File: config.mk
export PLATFORM = sky130hd
export DESIGN_NAME = abs_sum_double_accumulator
export DESIGN_NICKNAME = d
export VERILOG_FILES = /design/src/sv/asd_pkg.sv /design/src/sv/asd_front.sv /design/src/sv/asd_back.sv /design/src/sv/abs_sum_double_accumulator.sv
export VERILOG_INCLUDE_DIRS = /design/src /design/src/sv
export SDC_FILE = /design/constraint.sdc
export NUM_CORES = 1
export LEC_CHECK = 0
export BUFFER_PORTS_ARGS = -buffer_cell sky130_fd_sc_hd__buf_2
export CAP_MARGIN = 20
export CORE_MARGIN = 4
export CORE_UTILIZATION = 40
export CTS_CLUSTER_DIAMETER = 100
export CTS_CLUSTER_SIZE = 30
export DETAILED_ROUTE_END_ITERATION = 6
export GPL_TIMING_DRIVEN = 0
export PLACE_DENSITY = 0.65
export SLEW_MARGIN = 30
export SYNTH_ARGS = -nofsm -noshare
export SYNTH_HDL_FRONTEND = slang
export SYNTH_SLANG_ARGS = --single-unit
File: constraint.sdc
create_clock -name clk -period 30.7 [get_ports clk]
set_input_delay 6.14 -clock clk [delete_from_list [all_inputs] [get_ports clk]]
set_output_delay 6.14 -clock clk [all_outputs]
set_load 0.01 [all_outputs]
File: src/sv/abs_sum_double_accumulator_macros.svh
// assertion macros
`ifndef ABS_SUM_DOUBLE_ACCUMULATOR_MACROS_SVH
`define ABS_SUM_DOUBLE_ACCUMULATOR_MACROS_SVH
`define ASD_ASSERT(lbl, prop, msg) \
	lbl: assert property (@(posedge clk) disable iff (!arst_n) prop) else $error(msg);
`define ASD_ASSERT_NEVER(lbl, cond, msg) \
	lbl: assert property (@(posedge clk) disable iff (!arst_n) !(cond)) else $error(msg);
`endif

File: src/sv/asd_pkg.sv
`default_nettype none
package asd_pkg;
	localparam int unsigned QueueDepth = 4;
	localparam logic [63:0] MagMask = 64'h7FFF_FFFF_FFFF_FFFF;
	localparam logic [63:0] ExpInf = 64'h7FF0_0000_0000_0000;
	localparam logic [63:0] QNan = 64'h7FF8_0000_0000_0000;

	typedef struct packed {
		logic [62:0] mag;
		logic present;
		logic last;
	} op_t;

	function automatic logic is_nan(input logic [63:0] b);
		return (b & MagMask) > ExpInf;
	endfunction

	// round-to-nearest-even add of two non-negative doubles
	function automatic logic [63:0] add_pos(input logic [63:0] a_in, input logic [63:0] b_in);
		logic [63:0] a, b;
		logic [11:0] ea, eb, d;
		logic [56:0] ma, mb, sum, mask;
		logic [2:0] low;
		logic [53:0] m;
		logic [63:0] r;
		a = a_in;
		b = b_in;
		if (a < b) begin
			a = b_in;
			b = a_in;
		end
		ea = {1'b0, a[62:52]};
		eb = {1'b0, b[62:52]};
		ma = {4'd0, (ea != 12'd0), a[51:0]};
		mb = {4'd0, (eb != 12'd0), b[51:0]};
		if (ea == 12'd0) ea = 12'd1;
		if (eb == 12'd0) eb = 12'd1;
		ma = ma << 3;
		mb = mb << 3;
		d = ea - eb;
		if (d >= 12'd56) begin
			mb = {56'd0, (mb != 57'd0)};
		end else if (d != 12'd0) begin
			mask = (57'd1 << d[5:0]) - 57'd1;
			mb = (mb >> d[5:0]) | {56'd0, ((mb & mask) != 57'd0)};
		end
		sum = ma + mb;
		if (sum[56]) begin
			sum = (sum >> 1) | {56'd0, sum[0]};
			ea = ea + 12'd1;
		end
		low = sum[2:0];
		m = sum[56:3];
		if (low > 3'd4 || (low == 3'd4 && m[0])) m = m + 54'd1;
		if (m[53]) begin
			m = m >> 1;
			ea = ea + 12'd1;
		end
		if (m[52]) r = {1'b0, ea[10:0], m[51:0]};
		else r = {11'd0, m[52:0]};
		if (ea >= 12'd2047) r = ExpInf;
		if (is_nan(a_in) || is_nan(b_in)) r = QNan;
		else if (a_in == ExpInf || b_in == ExpInf) r = ExpInf;
		return r;
	endfunction
endpackage
`default_nettype wire

File: src/sv/asd_front.sv
`default_nettype none
// accepts requests, clears sign, drops items that do nothing, queues the rest
module asd_front #(
	parameter int unsigned Depth = asd_pkg::QueueDepth
) (
	input wire logic clk,
	input wire logic arst_n,
	input wire logic in_valid,
	output logic in_stall,
	input wire logic [63:0] value_bits,
	input wire logic element_present,
	input wire logic last,
	output logic q_valid,
	input wire logic q_pop,
	output asd_pkg::op_t q_head
);
	localparam int unsigned Aw = (Depth > 1) ? $clog2(Depth) : 1;
	asd_pkg::op_t mem_q [Depth];
	logic [Aw-1:0] wr_q, rd_q;
	logic [Aw:0] cnt_q;
	logic push;

	assign in_stall = (cnt_q == (Aw+1)'(Depth));
	assign push = in_valid && !in_stall && (element_present || last);
	assign q_valid = (cnt_q != '0);
	assign q_head = mem_q[rd_q];

	always_ff @(posedge clk) begin
		if (push) mem_q[wr_q] <= '{mag: value_bits[62:0], present: element_present, last: last};
	end

	always_ff @(posedge clk or negedge arst_n) begin
		if (!arst_n) begin
			wr_q <= '0;
			rd_q <= '0;
			cnt_q <= '0;
		end else begin
			if (push) wr_q <= (wr_q == Aw'(Depth - 1)) ? '0 : wr_q + Aw'(1);
			if (q_pop) rd_q <= (rd_q == Aw'(Depth - 1)) ? '0 : rd_q + Aw'(1);
			cnt_q <= cnt_q + (Aw+1)'(push) - (Aw+1)'(q_pop);
		end
	end

`include "abs_sum_double_accumulator_macros.svh"
	`ASD_ASSERT_NEVER(a_no_underflow, q_pop && cnt_q == '0, "pop from empty queue")
	`ASD_ASSERT_NEVER(a_no_overflow, push && cnt_q == (Aw+1)'(Depth), "push into full queue")
	`ASD_ASSERT(a_cnt_step, (push && !q_pop) |=> cnt_q == $past(cnt_q) + (Aw+1)'(1), "count")
endmodule
`default_nettype wire

File: src/sv/asd_back.sv
`default_nettype none
// one add per cycle, held by a stalled result; result reg on last
module asd_back (
	input wire logic clk,
	input wire logic arst_n,
	input wire logic q_valid,
	output logic q_pop,
	input wire asd_pkg::op_t q_head,
	output logic out_valid,
	input wire logic out_stall,
	output logic [63:0] sum_bits
);
	logic [63:0] acc_q, nxt;

	assign q_pop = q_valid && (!q_head.last || !out_valid || !out_stall);
	always_comb begin
		nxt = acc_q;
		if (q_head.present) nxt = asd_pkg::add_pos(acc_q, {1'b0, q_head.mag});
	end

	always_ff @(posedge clk or negedge arst_n) begin
		if (!arst_n) begin
			acc_q <= '0;
			out_valid <= 1'b0;
		end else begin
			if (out_valid && !out_stall) out_valid <= 1'b0;
			if (q_pop) begin
				acc_q <= q_head.last ? 64'd0 : nxt;
				if (q_head.last) out_valid <= 1'b1;
			end
		end
	end

	always_ff @(posedge clk) begin
		if (q_pop && q_head.last) sum_bits <= asd_pkg::is_nan(nxt) ? asd_pkg::QNan : nxt;
	end

`include "abs_sum_double_accumulator_macros.svh"
	`ASD_ASSERT(a_hold, (out_valid && out_stall) |=> $stable(sum_bits), "result changed")
	`ASD_ASSERT(a_clear, (q_pop && q_head.last) |=> acc_q == 64'd0, "sum not cleared")
	`ASD_ASSERT_NEVER(a_sign, acc_q[63], "negative sum")
endmodule
`default_nettype wire

File: src/sv/abs_sum_double_accumulator.sv
// Result path: a request is queued, added into the running sum; last loads the result register.
// Throughput: one request per cycle while in_stall is low; the loop-carried double add is combinational.
// A four-entry queue parts intake from the adder; results wait in one output register.
// Reset (arst_n low, asynchronous): queue empty, sum +0.0, no result pending.
`default_nettype none
module abs_sum_double_accumulator #(
	parameter int unsigned QueueDepth = asd_pkg::QueueDepth
) (
	input wire logic clk,
	input wire logic arst_n,
	input wire logic in_valid,
	output logic in_stall,
	input wire logic [63:0] value_bits,
	input wire logic element_present,
	input wire logic last,
	output logic out_valid,
	input wire logic out_stall,
	output logic [63:0] sum_bits
);
	logic q_valid, q_pop;
	asd_pkg::op_t q_head;

	asd_front #(.Depth(QueueDepth)) u_front (
		.clk, .arst_n, .in_valid, .in_stall, .value_bits, .element_present, .last,
		.q_valid, .q_pop, .q_head
	);
	asd_back u_back (
		.clk, .arst_n, .q_valid, .q_pop, .q_head, .out_valid, .out_stall, .sum_bits
	);
endmodule
`default_nettype wire

==> flow_metrics.tcl <==
set metrics [dict create \
    maxSlewViolCount 0 \
    post_cts_buffers 0 \
    finClkSkew_ns 0.04553 \
    cts_max_level 1 \
    drive_above_1_share_pct 12.29 \
    syn_area_um2 33160 \
    area_growth_pct 8.516 \
    cts_root_buffer "clkbuf_16" \
    portBuffers 134 \
    via_per_inst 6.985 \
    place_congestion 1.149 \
    drcViolationCount 13 \
    grt_pass1_wl_um 249700 \
    finalSetupViolations 0 \
    status "complete, but fails checks" \
    cts_sinks 396 \
    cp_max_fo 10 \
    crit_top_cell "buf_2" \
    start_util_pct 40.38 \
    ys_warn_count 0 \
    violations "design-rule violations" \
    layout.nets 4044 \
    required_ns 31.00 \
    syn_nets 3880 \
    wirelength_um 181300 \
    firstDrtPassIters 7 \
    worst_slew_pin_slew_ns 1.184 \
    fin_crit_ns 26.37 \
    grt.busiest_layer "met2" \
    cts_buffers 17 \
    overflow 0 \
    async_reset_ff_share_pct 18.18 \
    first_global_vias 32110 \
    rows 105 \
    vias 34350 \
    synth_edf_count 324 \
    core_um2 82110 \
    drt_iter0_markers 5097 \
    worstSetupEndpointType "flop" \
    cts_tree "built" \
    die_height_um 295.9 \
    drtAntennaViolNets 0 \
    clock_latency_ns 0.57 \
    crit_slowest_cell "a211oi_1" \
    cp_data_arrival_time_ns 26.67 \
    fin_setup_tns_ns 0 \
    cts_resized 0 \
    hp-class "reg -> reg" \
    synth-main-ff-cell "edfxtp_1" \
    hold_violations 0 \
    crit_type "reg -> reg" \
    cp_slowest_stage_delay_ns 0.88 \
    cts.path.max_buffers 3 \
    synth.avg_cell_area_um2 9.033 \
    r2r_start "u_front.rd_q[1]$_DFFE_PN0P_" \
    hp-start "u_back.out_valid$_DFF_PN0_" \
    die_w_um 295.9 \
    max_freq_mhz 37.92 \
    dp.final_hpwl_um 144300 \
    ctsHoldBuffers 0 \
    relSlewSlack_pct 21.05 \
    grt_start_max_net_pins 44 \
    yosys_register_bits 396 \
    crit_start "u_front.rd_q[1]$_DFFE_PN0P_" \
    maxCapViolations 0 \
    post_drt_wl_per_cell_um 36.86 \
    met1_usage_pct 51.50 \
    clkTransAtPathRegs_ns 0.12 \
    grtUsageMet2_pct 60.45 \
    antenna_found_initial 10 \
    use_met3_pct 12.60 \
    grtUsageTotal_pct 40.26 \
    rsz0062_at_grt "false" \
    synth-seq-area-share_pct 34.77 \
    netlist_instances 3671 \
    yosys.cell_types.count 130 \
    start_kind "flop" \
    period_share_pct 85.90 \
    io_pins 136 \
    die_area_um2 87570 \
]
-- stage by stage --
stage          worst slack, ns  cell area, µm²  hold WS, ns  utilization [%]  cells
2_1_floorplan            14.16           33160       0.5163                -   3671
3_3_place_gp             5.369           35170       0.4943            42.83   4875
4_1_cts                  5.527           35950       0.5356            43.78   4911
6_report                 4.328           35980       0.5328            43.82   4917
3_5_place_dp             5.623           35450       0.5037            43.17   4886
5_1_grt                  3.762           35970       0.5702            43.81   4912
-- layer usage --
metal | vias up | part of all wire (%)
li1 | 14360 | -
met2 | 2446 | 43
met5 | - | 0.080
met3 | 657 | 12
met4 | 8 | 7.3
met1 | 16880 | 38
-- registers in the layout (all words and copies together), names as in the netlist --
name,cells
u_back.sum_bits,64
u_back.acc_q,64
u_back.out_valid,1
u_front.mem_q,260
u_front.rd_q,2
u_front.wr_q,2
u_front.cnt_q,3
-- worst max-delay path: cells and delay by family (launching register included) --
| family | cells | cell delay, ns |
|---|---|---|
| and+or+nand+nor | 16 | 4.55 |
| xor gates and xnor gates | 2 | 1.16 |
| AOI/OAI and AO/OA | 17 | 5.34 |
| adders and majority gates | 4 | 1.52 |
| DFF | 1 | 0.47 |
| muxes | 2 | 0.97 |
| buffers and inverters | 26 | 11.95 |
-- cell families after synthesis --
family                     after synthesis  synth area share [%]
AOI/OAI and AO/OA                     1110                 22.75
xor gates and xnor gates               101                 2.690
adders and majority gates              139                 5.313
buffers and inverters                  387                 5.015
DFF                                    396                 34.77
muxes                                  212                 10.29
and+or+nand+nor                       1326                 19.17
-- cell usage after synthesis, types with 71 or more instances --
library cell / instances / area [µm²]
a21oi_1: 240 / 1201
clkbuf_1: 162 / 608.1
dfrtp_1: 72 / 1802
edfxtp_1: 324 / 9729
ha_1: 136 / 1702
inv_1: 109 / 409.1
mux2i_1: 100 / 1001
mux4_2: 101 / 2275
nand2_1: 479 / 1798
nand3_1: 97 / 485.5
nand4_1: 75 / 469.2
nor2_1: 318 / 1194
nor3_1: 71 / 355.3
o21ai_0: 281 / 1406
-- layout by cell type (no fill, tap or decap), types with 19 or more instances in the layout --
cell      Yosys  final
a211oi_1     50     50
nor2b_1      22     22
or3_1        19     19
o21ai_0     281    274
nor3_1       71     71
mux4_2      101    101
nor2_1      318    315
a21o_1       49     49
nor4_1       47     45
a21oi_1     240    239
a31oi_1      40     40
nand2_1     479    479
nand3_1      97     97
buf_1        29     28
buf_4        17     21
o31ai_1      21     21
ha_1        136    136
a22oi_1      56     56
o22ai_1      19     19
dfrtp_1      72     72
and2_1       32     27
a221oi_1     20     20
o211ai_1     51     51
xor2_1       37     36
and3_1       42     42
nand4_1      75     75
o21ai_1      15     21
o21a_1       22     22
xnor2_1      63     63
clkbuf_1    162    161
edfxtp_1    324    324
inv_1       109    109
mux2i_1     100     99
buf_2        56    192
-- area by class of cell --
cell class                      count  area [µm²]
Clock inverter                      3       55.05
Fill cell                        8173       46130
Clock buffer                       22       444.2
Multi-Input combinational cell   2888       20070
Antenna cell                        6       15.01
Sequential cell                   396       11530
Inverter                          112       420.4
Timing Repair Buffer              145       855.8
Tap cell                         1070        1339
Buffer                            275        1251
-- worst paths after layout --
| check | to | slack, ns | depth (start not counted) |
|---|---|---|---|
| max | u_back.sum_bits[51]$_SDFFCE_PN1P_ | 4.33 | 67 |
| min | u_back.out_valid$_DFF_PN0_ | 0.53 | 1 |
| max reg2reg | u_back.sum_bits[51]$_SDFFCE_PN1P_ | 4.33 | 67 |
| min reg2reg | u_back.out_valid$_DFF_PN0_ | 0.53 | 1 |
| max in group asynchronous | u_back.acc_q[20]$_DFFE_PN0P_ | 24.54 | 2 |
| min in group asynchronous | u_back.acc_q[43]$_DFFE_PN0P_ | 5.55 | 1 |
Power is not shown: default switching activity piles up to over one toggle a cycle in this logic, so the estimate is an artifact.
